--- config.mk ---
export PLATFORM = sky130hd
export DESIGN_NAME = bf2d_ram
export DESIGN_NICKNAME = d
export VERILOG_FILES = /design/src/hdl/bf2d_ram.sv
export SDC_FILE = /design/constraint.sdc
export NUM_CORES = 1
export LEC_CHECK = 0
export ABC_AREA = 1
export BUFFER_PORTS_ARGS = -buffer_cell sky130_fd_sc_hd__buf_2
export CORE_AREA = 2 2 185 96
export DETAILED_ROUTE_END_ITERATION = 10
export DIE_AREA = 0 0 187 98
export PLACE_DENSITY_LB_ADDON = 0.12
export SLEW_MARGIN = 20
export SYNTH_ARGS = -nofsm -noshare
export SYNTH_HDL_FRONTEND = slang
export SYNTH_SLANG_ARGS = --single-unit
--- constraint.sdc ---
create_clock -name clk -period 1.9 [get_ports clk]
set_clock_uncertainty 0.1 [all_clocks]
set_input_delay 0.095 -clock clk [delete_from_list [all_inputs] [get_ports clk]]
set_output_delay 0.095 -clock clk [all_outputs]
set_load 0.005 [all_outputs]
--- src/hdl/bf2d_ram.sv ---
// generic simple dual-port ram with registered read
module bf2d_ram #(
	parameter int WIDTH = 8,
	parameter int DEPTH = 16
) (
	input  logic                     clk,
	input  logic                     we,
	input  logic [$clog2(DEPTH)-1:0] waddr,
	input  logic [WIDTH-1:0]         wdata,
	input  logic [$clog2(DEPTH)-1:0] raddr,
	output logic [WIDTH-1:0]         rdata
);

	logic [WIDTH-1:0] mem [DEPTH];

	// one write and one registered read per cycle
	always_ff @(posedge clk) begin
		if (we) begin
			mem[waddr] <= wdata;
		end
		rdata <= mem[raddr];
	end

endmodule

; ---- After elaboration in Yosys (flattened, before gate mapping)
; Memory sizes are Yosys's and may differ from the RTL's. A register that Yosys moved wholly into a read port is not among the register bits.
; Index checks and enable logic that the tools add are counted.
; Widths: inputs -> output; s select.
[word_totals]
register_bits = 0
ramBits = 128
in_bits = 18
output_inout_bits = 8
word_cells = 3
memories = 1
[classes]
mux = 2
[memory_table]
columns = name, depth, width, read_ports, rd_ports_with_merged_regs, wr, line
row1 = mem, 16, 8, 1, 1, 1, 14  ; logic [WIDTH-1:0] mem [DEPTH];
[ops]
columns = operator, n
row1 = $mux 1, 2

; ---- Logic depth before layout (Yosys ltp)
[depth]
word_depth = 2
depth_mapped = 8
depth_no_buf = 7

; ---- Least setup slack after synthesis
; No wires, ideal clock.
[synth_timing]
kind = input port to flip-flop
from = input port waddr[2]
to = memory mem[10][0] (enable)
setup_time_ns = 0.370
t_arrival_ns = 0.676
required_time_ns = 1.430
slack_ns = 0.754
path_stages = 2
n_path_buf = 0
cell_sequence = nand3b_1 > nor2_1
[synth_lines]
columns = element, line
row1 = "start, declared", 8  ; input logic [$clog2(DEPTH)-1:0] waddr,
row2 = "end, declared", 14
; Straight into the memory's write port.

==> flow_metrics.tcl <==
set metrics [dict create \
    status "completed" \
    synth_edf_count 128 \
    fin_crit_sh_pct 63.4 \
    r2r_slack_ns 0.70 \
    fill_cells 1657 \
    drt_iter0_drc 429 \
    comb_power_share_pct 6.4 \
    ys_dominant_reg_cell "edfxtp_1" \
    p_total_w 0.00689 \
    initial_utilization_pct 34.1 \
    cts_buffer_depth 2 \
    root_buffer "clkbuf_16" \
    fin_crit_ns 1.20 \
    synth_cell_types 12 \
    ys_ff_latch 136 \
    ios 26 \
    pre_cts_ws_ns 0.395 \
    final_util_pct 40.3 \
    crit_family "simple AND/OR/NAND/NOR gates" \
    p_seq_share_pct 49.0 \
    internal_power_w 0.00529 \
    critPathKind "reg2reg" \
    gp_congestion 0.806 \
    area_growth_pct 17.9 \
    synth_most_common_cell "nand2_1" \
    die_y_um 98 \
    async_reset_ff_share_pct 0 \
    vias 3864 \
    nets 615 \
    post_cts_buffers 0 \
    io_buffers 25 \
    p_sw_share_pct 23.3 \
    worst_slew_pin_slew_ns 0.728 \
    grt_setup_unrepaired "no" \
    grt.total_usage_pct 17.3 \
    clk_pin_slew_worst_paths_ns 0.06 \
    cp_data_required_time_ns 2.09 \
    power_density_nw_per_um2 1010 \
    synth.largest_area_cell "edfxtp_1" \
    max_cap_violations 0 \
    post_drt_wl_per_cell_um 18.0 \
    syn_avg_cell_area_um2 10.5 \
    finalHoldViolCount 0 \
    start_kind "flop" \
    max-slew-margin-rel_pct 51.3 \
    clock.fmax_ghz 0.831 \
    grt_max_degree 65 \
    via_per_inst 4.58 \
    setup_slack_ns 0.696 \
    dr.pass1.iters 6 \
    cts_tree "built" \
    hp-class "in2reg" \
    critPathMaxStageDelay_ns 0.37 \
    p_switching_w 0.00161 \
    grt_pass1_vias 3574 \
    cp.buffers_inverters 1 \
    numClockSinks 136 \
    die_x_um 187 \
    netlist.area_leader.share_pct 66.7 \
    critPathSlowestCell "edfxtp_1" \
    power_frac_clock_pct 44.6 \
    drive_above_1_share_pct 13.3 \
    synth.cell_area_um2 5770 \
    dp_hpwl_mm 9.94 \
    synth_nets 569 \
    antenna_found_initial 0 \
    worstPathCellList "inv_1 -> nand2_1 -> nand3_1 -> nand3_1 -> nand3_1 -> nand2_1" \
    synth_common_cells "nand2_1, edfxtp_1, inv_1" \
    numCtsBuffers 17 \
    cellLeakagePower_nw 2.92 \
    wl_mm 15.2 \
    antenna_left 0 \
    cp.arrival_ns 1.39 \
    route.detailed.drc 0 \
    num_rows 34 \
    core_region_area_um2 16900 \
    yosysSeqAreaShare_pct 69.4 \
    grt_pass1_wl_mm 22.9 \
    final_cell_area_um2 6800 \
    tns_ns 0 \
    setup_viol 0 \
    synth_area_leaders "edfxtp_1, nand2_1, nand3_1" \
    yosys_warnings 0 \
    gr-total-overflow 0 \
    cts_max_level 4 \
    dpl_cell_area_um2 6220 \
    insertedDiodeCount 0 \
    die-area_um2 18300 \
    insertion_delay_ns 0.41 \
    critPathMaxFanout 1 \
    syn-instance-count 551 \
    worstSetupEndpointType "flop" \
    worst_path_most_repeated_cell "nand3_1" \
    drv_slew 0 \
    peakVddDrop_mv 0.605 \
]
final cells by class:
type / count / area [um2] / share of cell area (%)
timing repair buffer: 51 / 350 / 5.15
clock inverter: 14 / 126 / 1.86
inverter: 102 / 383 / 5.63
multi-input combinational: 289 / 1210 / 17.9
clock buffer: 18 / 429 / 6.31
sequential: 136 / 4000 / 58.9
tap: 234 / 293 / 4.31
per-layer routing:
layer	wire, um	global-route usage (%)	vias to the layer above
li1	-	-	1863
met1	8300	29.0	1865
met2	5650	21.0	129
met3	1140	4.74	7
met4	72	3.79	0
met5	0	0	-
cells by family after synthesis:
kind of cell / count (synthesis) / synth area share, %
flip-flops: 136 / 69.4
AND/OR/NAND/NOR: 289 / 21.0
buffers and inverters: 126 / 9.52
placed cells by master, fill, tap and decap left out:
cell,n
inv_1,100
inv_2,2
buf_2,25
bufinv_16,1
nand2_1,173
buf_4,22
inv_6,2
buf_12,2
clkbuf_1,1
clkbuf_16,17
clkinv_4,4
dlygate4sd3_1,2
nand3b_1,2
nand3_1,97
clkinvlp_4,4
dfxtp_1,8
edfxtp_1,128
clkinv_2,2
nor2_1,17
clkinv_1,1
per-stage QoR:
stage | hold WS (ns) | cells
2_1_floorplan | 0.0939 | 551
3_3_place_gp | 0.373 | 810
3_5_place_dp | 0.373 | 810
4_1_cts | 0.00571 | 843
5_1_grt | 0.0324 | 844
6_report | 0.0216 | 844
timing repair:
item / CTS / global route
resized for setup: 0 / 0
hold buffers: 1 / 1
hold endpoints to repair: 8 / 4
state kept, by name, summed over array words and instances, names as in the netlist:
| register | count |
|---|---|
| mem | 128 |
| rdata | 8 |
power groups by stage:
stage	registers [W]	logic, W	clock network, W
after floorplan	0.00343	0.000237	0
after global placement	0.00344	0.000441	0
after detailed placement	0.00344	0.000440	0
after CTS	0.00338	0.000444	0.00313
after global routing	0.00338	0.000491	0.00328
final	0.00338	0.000440	0.00307
worst paths after layout:
check,from,end,depth (start not counted)
setup / recovery,mem[13][0],rdata[0],6
hold / removal,wdata[6],mem[11][6],1
setup reg to reg,mem[13][0],rdata[0],6
hold reg to reg,mem[10][6],rdata[6],6
(Power assumes the default switching activity.)
