**config.mk**
```make
export PLATFORM = sky130hd
export DESIGN_NAME = bf2d_div
export DESIGN_NICKNAME = d
export VERILOG_FILES = /design/src/hdl/bf2d_pkg.sv /design/src/hdl/bf2d_div.sv
export SDC_FILE = /design/constraint.sdc
export NUM_CORES = 1
export LEC_CHECK = 0
export ABC_AREA = 1
export BUFFER_PORTS_ARGS = -buffer_cell sky130_fd_sc_hd__buf_2
export CORE_MARGIN = 5
export CORE_UTILIZATION = 56
export DETAILED_ROUTE_END_ITERATION = 12
export PLACE_DENSITY = 0.8
export SKIP_CTS_REPAIR_TIMING = 1
export SLEW_MARGIN = 25
export SYNTH_ARGS = -nofsm -noshare
export SYNTH_HDL_FRONTEND = slang
export SYNTH_SLANG_ARGS = --single-unit
```
**constraint.sdc**
```tcl
create_clock -name clk -period 2.7 [get_ports clk]
set_clock_uncertainty 0.15 [all_clocks]
set_input_delay 0.54 -clock clk [delete_from_list [all_inputs] [get_ports clk]]
set_output_delay 0.54 -clock clk [all_outputs]
set_load 0.1 [all_outputs]
```
**src/hdl/bf2d_pkg.sv**
```systemverilog
// shared widths, defaults and register indexes for the 2d box filter
package bf2d_pkg;

	// default sizes of the stores and counters
	localparam int MAX_WIDTH_DEF    = 1024;
	localparam int MAX_KERNEL_H_DEF = 16;
	localparam int MAX_KERNEL_W_DEF = 16;
	localparam int MAX_HEIGHT_DEF   = 4096;

	// item field widths
	localparam int PIXEL_W   = 8;
	localparam int MEAN_W    = 16;
	localparam int OUT_ROW_W = 12;
	localparam int OUT_COL_W = 10;

	// running sums wrap at these widths
	localparam int COL_SUM_W = 12;
	localparam int WIN_SUM_W = 16;

	// 8.8 mean: window sum scaled by 256 before the divide
	localparam int FRAC_W     = 8;
	localparam int DIVIDEND_W = WIN_SUM_W + FRAC_W;
	localparam int DIV_STEPS  = DIVIDEND_W;

	// stream payload widths, padded to whole bytes
	localparam int S_TDATA_W = 8;
	localparam int M_TDATA_W = 40;

	// configuration port
	localparam int IMG_W_REG_W = 11;
	localparam int KER_REG_W   = 5;
	localparam int CFG_DATA_W  = 11;
	localparam int CFG_INDEX_W = 2;

	localparam logic [CFG_INDEX_W-1:0] CFG_IMAGE_WIDTH   = 2'd0;
	localparam logic [CFG_INDEX_W-1:0] CFG_KERNEL_HEIGHT = 2'd1;
	localparam logic [CFG_INDEX_W-1:0] CFG_KERNEL_WIDTH  = 2'd2;

	// register values after reset
	localparam logic [IMG_W_REG_W-1:0] IMAGE_WIDTH_RST   = 11'd1024;
	localparam logic [KER_REG_W-1:0]   KERNEL_HEIGHT_RST = 5'd3;
	localparam logic [KER_REG_W-1:0]   KERNEL_WIDTH_RST  = 5'd3;

endpackage

```
**src/hdl/bf2d_div.sv**
```systemverilog
// bit-serial restoring divider for the window mean
module bf2d_div #(
	parameter int DIVISOR_W = 10
) (
	input  logic                            clk,
	input  logic                            arst_n,
	input  logic                            start,
	input  logic [bf2d_pkg::DIVIDEND_W-1:0] dividend,
	input  logic [DIVISOR_W-1:0]            divisor,
	output logic                            done,
	output logic [bf2d_pkg::MEAN_W-1:0]     quotient
);
	import bf2d_pkg::*;

	localparam int STEP_W = $clog2(DIV_STEPS);

	logic                  busy_q;
	logic                  done_q;
	logic [STEP_W-1:0]     step_q;
	logic [DIVIDEND_W-1:0] dvd_q;
	logic [DIVISOR_W-1:0]  dsr_q;
	logic [DIVISOR_W-1:0]  rem_q;
	logic [MEAN_W-1:0]     quo_q;
	logic [DIVISOR_W:0]    trial;
	logic                  fits;

	// next partial remainder and quotient bit
	assign trial = {rem_q, dvd_q[DIVIDEND_W-1]};
	assign fits  = (trial >= {1'b0, dsr_q});

	// step control
	always_ff @(posedge clk or negedge arst_n) begin
		if (!arst_n) begin
			busy_q <= 1'b0;
			done_q <= 1'b0;
			step_q <= '0;
		end else begin
			done_q <= 1'b0;
			if (start) begin
				busy_q <= 1'b1;
				step_q <= '0;
			end else if (busy_q) begin
				step_q <= step_q + 1'b1;
				if (step_q == STEP_W'(DIV_STEPS - 1)) begin
					busy_q <= 1'b0;
					done_q <= 1'b1;
				end
			end
		end
	end

	// one quotient bit per cycle, only the low bits are kept
	always_ff @(posedge clk) begin
		if (start) begin
			dvd_q <= dividend;
			dsr_q <= divisor;
			rem_q <= '0;
			quo_q <= '0;
		end else if (busy_q) begin
			rem_q <= fits ? DIVISOR_W'(trial - {1'b0, dsr_q}) : trial[DIVISOR_W-1:0];
			dvd_q <= {dvd_q[DIVIDEND_W-2:0], 1'b0};
			quo_q <= {quo_q[MEAN_W-2:0], fits};
		end
	end

	assign done     = done_q;
	assign quotient = quo_q;

endmodule

```
* After elaboration in Yosys (flattened, before gate mapping)
Cells that the tools add are included.
W data, S select, Z words.
** Storage, ports and cells
- Register bits after elaboration :: 67
- Bits of input ports :: 37
- Output and inout port bits :: 17
** Cells by class
- $add $sub $neg :: 2
- Order comparisons :: 1
- Equality and inequality tests :: 1
- Mux-type cells :: 11
- Reductions and logical operators :: 1
** Operators with widths (count)
- $mux W24 :: 2
- $ge A11 B10 Y1 :: 1
- $mux W10 :: 1
- $mux W5 :: 2
- $sub A10 B10 Y10 :: 1
- $mux W1 :: 6
- $add A5 B1 Y5 const B :: 1
- $eq A5 B5 Y1 const B :: 1
- $reduce_bool A2 Y1 :: 1

* Depth between registers and ports, before layout
Gate-level depths: netlist of run 1.
- Depth in word-level cells :: 4
- Depth in mapped cells :: 14

* Worst setup path before layout of run 1
OpenSTA, ideal clock, no wires.
- Kind :: input -> register
- Start :: input port start
- End :: register dvd_q[0], enable pin
- Setup time :: 398 ps
- Arrival time :: 1588 ps
- Required time :: 2152 ps
- Slack :: 564 ps
- Stages :: 3
- Path buffers :: 1
- Cells stage by stage :: nor2_1 -> inv_1 -> buf_1
** Between the ends
- Cells in the longest elaborated chain, start to end :: 1
** Ends and longest elaborated chain
- start, declared :: line bf2d_div.sv:7 : input logic start,
- $reduce_bool A2 Y1 (no source line)
- end signal, assigned :: line bf2d_div.sv:55 : dvd_q <= dividend;
- end signal, assigned :: line bf2d_div.sv:61 : dvd_q <= {dvd_q[DIVIDEND_W-2:0], 1'b0};
- end, declared :: line bf2d_div.sv:20 : logic [DIVIDEND_W-1:0] dvd_q;
No other way between the ends.
A chain may end at the register's enable or synchronous reset.

* Worst setup path after layout of run 1
- Start :: register dsr_q[2]
- End :: register rem_q[7]
** Between the ends
- Cells in the longest elaborated chain, start to end :: 2
- Elaborated cells between the ends (all ways) :: 3
** Ends and longest elaborated chain
- start, declared :: line bf2d_div.sv:21 : logic [DIVISOR_W-1:0] dsr_q;
- start signal, assigned :: line bf2d_div.sv:56 : dsr_q <= divisor;
- $sub A10 B10 Y10 / $ge A11 B10 Y1 (equally long branches) :: line bf2d_div.sv:60, bf2d_div.sv:29
- $mux W10 (*) :: line bf2d_div.sv:60 : rem_q <= fits ? DIVISOR_W'(trial - {1'b0, dsr_q}) : trial[DIVISOR_W-1:0];
- end signal, assigned :: line bf2d_div.sv:60
- end, declared :: line bf2d_div.sv:22 : logic [DIVISOR_W-1:0] rem_q;
Mark *: on every way between the ends. The rest lies on a longest branch, timed or not.

==> flow_metrics.py, run 1 <==
metrics = {
    "global_routing": {
        "grt_pass1_vias": 2456,
        "grt_overflow": 0,
        "grt_first_pass_wirelength_um": 10700,
        "grt_max_degree": 39,
        "antenna_found_initial": 0,
        "grt_usage_pct": 18.6,
    },
    "cts": {
        "cts_sinks": 67,
        "clk-insertion-delay-late_ps": 350,
        "cts_buffers": 9,
        "cts_tree": "built",
        "clockBufferDepth": 2,
        "htree_levels": 3,
        "root_buffer": "clkbuf_8",
        "clk_pin_slew_ps": 70,
    },
    "timing": {
        "tns_ps": 0,
        "tightest_slew_ps": 500,
        "rsz0062_at_grt": "false",
        "max_freq_mhz": 476,
        "min_period_ps": 2100,
        "finalCritPeriodShare_pct": 77.7,
        "hold_viol_final": 0,
        "slew-limit-headroom_pct": 66.9,
        "finalMaxSlewViolations": 0,
        "hold_slack_ps": 221,
        "setup_violations": 0,
        "fin_ws_ps": 601,
    },
    "power_and_ir_drop": {
        "p_leak_nw": 1.82,
        "power_density_nw_per_um2": 782,
        "max-vdd-ir-drop_v": 0.000552,
    },
    "cells_and_area": {
        "drive_above_1_share_pct": 21.0,
        "final_common_cell": "nand2_1",
        "fin_nets": 468,
        "diodes": 0,
        "post-route-cell-area_um2": 3720,
        "syn_to_final_growth_pct": 18.3,
        "layout_common_cells": "nand2_1 (125), buf_2 (53), inv_1 (46), edfxtp_1 (34), dfxtp_1 (26)",
        "post-route-util_pct": 67.9,
        "fillCellCount": 471,
    },
    "routing": {
        "wirelength_um": 6240,
        "avgViaCountPerCell": 5.03,
        "first_pass_iters": 4,
        "num_vias": 2493,
        "route.detailed.drc": 0,
        "drt-initial-drc-count": 135,
        "drtAntennaViolNets": 0,
        "wl_per_cell_um": 12.6,
    },
    "min_path": {
        "hold_class": "in -> reg",
        "hold_path_end": "dsr_q[7]",
        "holdPathStages": 1,
        "hold_start": "divisor[7]",
    },
    "setup_path": {
        "critPathRequiredTime_ps": 2790,
        "critical_path_class": "reg -> reg",
        "start_kind": "flop",
        "regToRegSetupSlack_ps": 600,
        "worstPathArrival_ps": 2190,
        "r2r_cells": 11,
        "worstSetupEndpointType": "flop",
        "r2r-end": "rem_q[7]",
        "r2r-start": "dsr_q[2]",
        "critPathMaxFanout": 17,
    },
    "logic_synthesis": {
        "async_flop_share_pct": 10.4,
        "syn_inst": 359,
        "synth_edf_count": 34,
        "ys.flop_type": "edfxtp_1",
        "yosysUniqueCellTypes": 37,
        "synth_top_area_share_pct": 32.5,
        "synth_fp_nets": 408,
        "yosysTopAreaCell": "edfxtp_1",
        "netlist_area_um2": 3140,
        "synth_warnings": 0,
        "ys_seq_elements": 67,
        "syn_avg_cell_area_um2": 8.75,
        "seq_area_frac_synth_pct": 54.6,
        "synth.area.top_cells": "edfxtp_1 (32%), dfxtp_1 (17%), nand2_1 (15%)",
    },
    "placed_design": {
        "place.gp.congestion": 0.903,
        "post_dp_cell_area_um2": 3490,
        "place_worst_setup_slack_ps": 597,
        "port-buffer-count": 53,
        "dpl.hpwl_um": 4430,
    },
    "run_status": {
        "status": "complete, no violations",
    },
    "floorplan": {
        "die_h_um": 84.9,
        "row_count": 27,
        "coreArea_um2": 5470,
        "dieArea_um2": 7210,
        "die_w_um": 84.9,
        "io_pins": 54,
        "start_util_pct": 57.4,
    },
    "run": {
        "drv_cap": 0,
    },
}
==> cell type report <==
cell class	instances	area (um2)	share of cell area (%)
Sequential cell	67	1720	46.2
Multi-Input combinational cell	233	1190	32.0
Timing Repair Buffer	60	320	8.62
Clock buffer	14	205	5.52
Inverter	48	180	4.85
Tap cell	72	90.1	2.42
Clock inverter	2	13.8	0.370
==> Yosys cell counts, types with 2 or more instances <==
| cell type | n |
|---|---|
| nand2_1 | 125 |
| inv_1 | 46 |
| edfxtp_1 | 34 |
| dfxtp_1 | 26 |
| nor2_1 | 18 |
| o22ai_1 | 13 |
| ha_1 | 11 |
| nand3_1 | 10 |
| o21ai_0 | 9 |
| a21oi_1 | 7 |
| dfrtp_1 | 7 |
| nor3_1 | 7 |
| clkbuf_1 | 6 |
| nand2_2 | 4 |
| nand4_1 | 4 |
| nor2_2 | 3 |
| o211ai_2 | 3 |
| xnor2_1 | 3 |
| xor2_1 | 3 |
| buf_1 | 2 |
| o21ai_1 | 2 |
==> registers in the layout, summed over array words and instances (netlist names) <==
| register | cells |
|---|---|
| busy_q | 1 |
| done | 1 |
| dsr_q | 10 |
| dvd_q | 24 |
| rem_q | 10 |
| step_q | 5 |
| quotient | 16 |
==> per-layer routing <==
metal | global-route usage (%) | wire length, um | vias to the layer above
met5 | 0 | 0 | -
li1 | - | - | 1279
met2 | 30.9 | 3060 | 62
met3 | 4.47 | 362 | 9
met1 | 22.8 | 2700 | 1143
met4 | 8.49 | 115 | 0
==> cells by family (layout without fill, tap and decap cells) <==
kind of cell	after synthesis	after routing	synth area share [%]
and+or+nand+nor	177	177	23.6
adders and majority gates	12	12	5.02
xor gates and xnor gates	6	6	1.67
AOI/OAI and AO/OA	38	38	7.65
buffers and inverters	59	124	7.45
DFF	67	67	54.6
==> metrics by stage <==
| stage | cells | power (mW) |
|---|---|---|
| 6_report | 496 | 2.91 |
| 3_5_place_dp | 479 | 2.05 |
| 3_3_place_gp | 479 | 2.02 |
| 2_1_floorplan | 359 | 1.90 |
| 4_1_cts | 495 | 2.94 |
| 5_1_grt | 496 | 3.09 |
==> worst max-delay path by stage <==
stage                   from  endpoint  slack (ps)  cells after the start
detailed placement  dsr_q[2]  rem_q[7]         600                     11
floorplan              start  dvd_q[0]         560                      3
global route        dsr_q[2]  rem_q[7]         430                     11
global placement    dsr_q[2]  rem_q[7]         700                     11
CTS                 dsr_q[2]  rem_q[7]         580                     11
finish              dsr_q[2]  rem_q[7]         600                     11
==> worst max-delay path: stages (launching register included) <==
cell      delay [ps]
edfxtp_1         330
inv_1             40
ha_1             350
nand2_1          110
nand2_2           70
nor2_2           170
nor2_2            60
nor2_2           160
nand2_4          170
or2_1            250
nand3_1           90
nand2_1           50
==> power breakdown <==
| group | switching [mW] | total (mW) | internal (mW) |
|---|---|---|---|
| logic | 0.512 | 0.785 | 0.273 |
| registers | 0.0644 | 1.25 | 1.18 |
| clock network | 0.380 | 0.876 | 0.496 |
Note: power is estimated with default switching activity, not from simulation.
==> inputs of run 2 (changes only) <==
ABC_AREA = 0   (was 1)
CORE_UTILIZATION = 50   (was 56)
PLACE_DENSITY = 0.75   (was 0.8)
clock period = 1.8 ns   (was 2.7 ns; I/O delays follow)
==> flow_metrics.py, run 2 <==
metrics = {
    "floorplan": {
        "io_pins": 54,
        "die_h_um": 88.9,
        "start_util_pct": 52.0,
        "die_w_um": 88.9,
        "dieArea_um2": 7900,
        "row_count": 28,
        "coreArea_um2": 5990,
    },
    "power_and_ir_drop": {
        "swShare_pct": 29.9,
        "internal_power_mw": 3.22,
        "p_sw_mw": 1.37,
        "power_density_nw_per_um2": 1120,
        "p_seq_share_pct": 40.9,
        "combPwrFrac_pct": 31.7,
        "pwr-share-clk_pct": 27.3,
        "max-vdd-ir-drop_v": 0.000707,
        "p_leak_nw": 1.95,
    },
    "global_routing": {
        "antenna_found_initial": 0,
        "grt_first_pass_wirelength_um": 10200,
        "grt_usage_pct": 17.1,
        "grt_max_degree": 41,
        "grt_pass1_vias": 2230,
        "grt_overflow": 0,
    },
    "cts": {
        "cts_sinks": 67,
        "clk_pin_slew_ps": 70,
        "cts_buffers": 9,
        "clockBufferDepth": 2,
        "clk-insertion-delay-late_ps": 340,
        "cts_tree": "built",
        "root_buffer": "clkbuf_8",
        "htree_levels": 3,
    },
    "cells_and_area": {
        "syn_to_final_growth_pct": 31.1,
        "drive_above_1_share_pct": 43.9,
        "layout_common_cells": "buf_2 (53), nor2_1 (36), edfxtp_1 (34), buf_4 (32), dfxtp_1 (26)",
        "fin_nets": 397,
        "diodes": 0,
        "post-route-cell-area_um2": 4080,
        "regMostFlops": "dvd_q",
        "largest_reg_flops": 24,
        "fillCellCount": 435,
        "final_common_cell": "buf_2",
    },
    "timing": {
        "tns_ps": -4490,
        "setup_violations": 11,
        "min_period_ps": 2300,
        "hold_viol_final": 0,
        "rsz0062_at_grt": "true",
        "tightest_slew_ps": 501,
        "fin_ws_ps": -498,
        "finalMaxSlewViolations": 0,
        "finalCritPeriodShare_pct": 128,
        "max_freq_mhz": 435,
        "slew-limit-headroom_pct": 66.8,
    },
    "logic_synthesis": {
        "async_flop_share_pct": 10.4,
        "yosysTopAreaCell": "edfxtp_1",
        "yosysMostFrequentCell": "nor2_1",
        "ys_top_cells_by_count": "nor2_1 (36), edfxtp_1 (34), dfxtp_1 (26)",
        "syn_inst": 260,
        "synth_warnings": 0,
        "yosysUniqueCellTypes": 37,
        "ys.flop_type": "edfxtp_1",
        "seq_area_frac_synth_pct": 55.1,
        "syn_avg_cell_area_um2": 12.0,
        "ys_seq_elements": 67,
        "synth.area.top_cells": "edfxtp_1 (33%), dfxtp_1 (17%), mux2_2 (8.7%)",
        "synth_top_area_share_pct": 32.8,
        "synth_edf_count": 34,
        "synth_fp_nets": 309,
        "netlist_area_um2": 3110,
    },
    "routing": {
        "wirelength_um": 6180,
        "drtAntennaViolNets": 0,
        "wl_per_cell_um": 14.4,
        "drt-initial-drc-count": 60,
        "route.detailed.drc": 0,
        "first_pass_iters": 4,
        "avgViaCountPerCell": 5.12,
        "num_vias": 2192,
    },
    "setup_path": {
        "critPathMaxFanout": 7,
        "worstSetupEndpointType": "flop",
        "critPathRequiredTime_ps": 1860,
        "critical_path_class": "reg -> reg",
        "worstPathArrival_ps": 2360,
        "start_kind": "flop",
    },
    "placed_design": {
        "port-buffer-count": 53,
        "place.gp.congestion": 0.814,
        "dpl.hpwl_um": 4350,
        "post_dp_cell_area_um2": 3720,
    },
    "run_status": {
        "violations": "setup timing",
        "status": "finished with violations",
    },
    "min_path": {
        "hold_class": "in -> reg",
    },
    "run": {
        "drv_cap": 0,
    },
}
[run 2: cell type report]
cell class	count	area (um2)	area share (%)
Clock inverter	7	73.8	1.81
Clock buffer	9	124	3.03
Multi-Input combinational cell	166	1430	35.1
Inverter	14	52.6	1.29
Sequential cell	67	1720	42.1
Timing Repair Buffer	90	587	14.4
Tap cell	75	93.8	2.30
[run 2: final timing paths]
check	endpoint	start	slack, ps	cells past startpoint
hold reg to reg	quotient[15]	quotient[15]	350	2
hold / removal	dsr_q[1]	divisor[1]	40	1
setup reg to reg	rem_q[3]	dsr_q[1]	-500	9
min in group asynchronous	step_q[1]	arst_n	220	2
max in group asynchronous	busy_q	arst_n	1110	2
setup / recovery	rem_q[3]	dsr_q[1]	-500	9
[run 2: kinds of logic after synthesis]
logic type | Yosys count | synth area share [%]
fa+ha+maj | 12 | 5.06
mux | 45 | 15.4
flops | 67 | 55.1
simple gates | 69 | 10.3
buf+inv | 27 | 3.86
xor+xnor | 10 | 2.81
compound gates | 30 | 7.36
[run 2: per-stage QoR]
step	std cells	hold WS [ps]	utilization, %	worst slack (ps)	total power, mW
2_1_floorplan	260	-85.6	-	-442	2.75
3_3_place_gp	408	51.5	62.1	-507	3.16
3_5_place_dp	408	53.7	62.1	-547	3.20
4_1_cts	424	-333	65.4	-558	4.47
5_1_grt	428	18.7	68.1	-606	4.85
6_report	428	39.9	68.1	-498	4.59
[run 2: power groups by stage]
stage          Sequential [mW]  Combinational [mW]  Clock [mW]
2_1_floorplan             1.95               0.795           0
3_3_place_gp              1.89                1.27           0
3_5_place_dp              1.89                1.30           0
4_1_cts                   1.86                1.31        1.30
5_1_grt                   1.89                1.59        1.36
6_report                  1.88                1.46        1.26
[run 2: worst max-delay path, stage by stage (launching register included)]
cell and delay (ps):
edfxtp_1 380, inv_2 80, ha_4 200, nor2b_4 120, o31a_1 300, o21a_1 220
o32ai_4 200, buf_6 190, mux2i_1 230, a211oi_1 100
[run 2: per-layer routing]
| layer | track usage (%) | vias to the layer above | share of wire, % |
|---|---|---|---|
| met5 | 0 | - | 0 |
| met4 | 9.07 | 0 | 2.2 |
| met3 | 4.79 | 14 | 4.6 |
| met2 | 27.4 | 42 | 50 |
| met1 | 20.9 | 1026 | 43 |
| li1 | - | 1110 | - |
==> inputs of run 3 (changes only) <==
==> constraint.sdc (replaced) <==
create_clock -name clk -period 1.8 [get_ports clk]
set_clock_uncertainty 0.15 [all_clocks]
set_input_delay 0.18 -clock clk [delete_from_list [all_inputs] [get_ports clk]]
set_output_delay 0.18 -clock clk [all_outputs]
set_load 0.1 [all_outputs]
==> flow_metrics.py, run 3 (synthesized netlist as in run 2, its figures left out) <==
metrics = {
    "setup_path": {
        "crit_path_top_delay_cell": "or4_4",
        "critical_path_class": "reg -> reg",
        "worstPathArrival_ps": 2400,
        "crit_path_max_incr_delay_ps": 430,
        "critPathMaxFanout": 6,
        "critPathRequiredTime_ps": 1910,
        "start_kind": "flop",
        "worstSetupEndpointType": "flop",
        "path_cells": "inv_1 > ha_4 > nand4_1 > nor3_2 > or4_4 > o32ai_4 > mux2_4 > a211oi_2",
    },
    "cts": {
        "cts_buffers": 9,
        "root_buffer": "clkbuf_8",
        "cts_sinks": 67,
        "clk_pin_slew_ps": 80,
        "clk-insertion-delay-late_ps": 340,
        "cts_tree": "built",
        "htree_levels": 3,
        "clockBufferDepth": 2,
    },
    "run_status": {
        "status": "finished with violations",
        "violations": "hold timing, setup timing",
    },
    "power_and_ir_drop": {
        "power_mw": 4.63,
        "power_density_nw_per_um2": 1060,
        "combPwrFrac_pct": 33.6,
        "p_leak_nw": 2.05,
        "p_seq_share_pct": 40.5,
        "swShare_pct": 30.7,
        "internal_power_mw": 3.20,
        "max-vdd-ir-drop_v": 0.000686,
        "pwr-share-clk_pct": 26.0,
        "p_sw_mw": 1.42,
    },
    "floorplan": {
        "die_w_um": 88.9,
        "start_util_pct": 52.0,
        "coreArea_um2": 5990,
        "dieArea_um2": 7900,
        "die_h_um": 88.9,
        "io_pins": 54,
        "row_count": 28,
    },
    "routing": {
        "avgViaCountPerCell": 5.17,
        "route.detailed.drc": 0,
        "num_vias": 2356,
        "wl_per_cell_um": 15.5,
        "drt-initial-drc-count": 108,
        "first_pass_iters": 4,
        "wirelength_um": 7060,
        "drtAntennaViolNets": 0,
    },
    "cells_and_area": {
        "drive_above_1_share_pct": 40.9,
        "seq_area_um2": 1720,
        "final_common_cell": "buf_2",
        "layout_common_cells": "buf_2 (53), nor2_1 (36), edfxtp_1 (34), dlygate4sd3_1 (32), buf_4 (29)",
        "diodes": 0,
        "fillCellCount": 401,
        "syn_to_final_growth_pct": 39.9,
        "post-route-util_pct": 72.7,
        "largest_reg_flops": 24,
        "fin_nets": 425,
        "regMostFlops": "dvd_q",
        "multi_input_area_um2": 1440,
    },
    "placed_design": {
        "place.gp.congestion": 0.864,
        "port-buffer-count": 53,
        "place_worst_setup_slack_ps": -540,
        "dpl.hpwl_um": 4480,
    },
    "timing": {
        "setup_violations": 11,
        "finalMaxSlewViolations": 0,
        "hold_slack_ps": -5.13,
        "tns_ps": -4590,
        "rsz0062_at_grt": "true",
        "max_freq_mhz": 436,
        "finalCritPeriodShare_pct": 127,
        "tightest_slew_ps": 501,
        "hold_viol_final": 1,
        "fin_ws_ps": -491,
        "slew-limit-headroom_pct": 66.8,
        "min_period_ps": 2290,
    },
    "global_routing": {
        "grt_first_pass_wirelength_um": 9990,
        "grt_max_degree": 41,
        "grt_overflow": 0,
        "antenna_found_initial": 0,
        "grt_usage_pct": 17.0,
        "grt_pass1_vias": 2166,
    },
    "min_path": {
        "hold_class": "in -> reg",
    },
    "run": {
        "drv_cap": 0,
    },
}
-- run 3: layout make-up --
cell class	count	area share (%)
clock inverter	6	0.948
tap	75	2.15
sequential	67	39.4
multi-input combinational	166	33.0
inverter	14	1.21
clock buffer	10	3.42
timing repair buffer	118	19.9
-- run 3: through the flow --
step | std cells | area, um2 | hold WS, ps
final | 456 | 4360 | -5.13
after global routing | 456 | 4360 | 0.906
after CTS | 424 | 3890 | -498
after detailed placement | 408 | 3700 | -128
after global placement | 408 | 3700 | -128
after floorplan | 260 | 3140 | -266
-- run 3: critical path: cells and delay by family, from the launching register on --
family          cells  cell delay (ps)
simple gates        3              620
compound gates      2              390
flops               1              360
mux                 1              350
fa+ha+maj           1              230
buf+inv             1              120
-- run 3: worst paths after layout --
path                         startpoint           end  slack [ps]  cells past startpoint
min in group asynchronous        arst_n     step_q[1]          40                      2
max in group asynchronous        arst_n     step_q[3]        1300                      2
hold reg to reg            quotient[15]  quotient[15]         370                      2
setup reg to reg               dsr_q[6]      rem_q[0]        -490                      8
setup / recovery               dsr_q[6]      rem_q[0]        -490                      8
hold / removal              dividend[6]      dvd_q[6]          -5                      2
-- run 3: layer usage --
layer | vias to the layer above | share of wire, % | GRT usage (%)
met5 | - | 0 | 0
met4 | 0 | 1.8 | 6.59
met3 | 12 | 4.2 | 5.62
met2 | 49 | 53 | 27.3
met1 | 1129 | 41 | 21.2
li1 | 1166 | - | -
-- run 3: power by group through the flow --
stage,Clock [mW],Combinational [mW],Sequential [mW]
2_1_floorplan,0,0.795,1.95
3_3_place_gp,0,1.28,1.89
3_5_place_dp,0,1.30,1.89
4_1_cts,1.23,1.31,1.86
5_1_grt,1.32,1.69,1.89
6_report,1.20,1.55,1.87
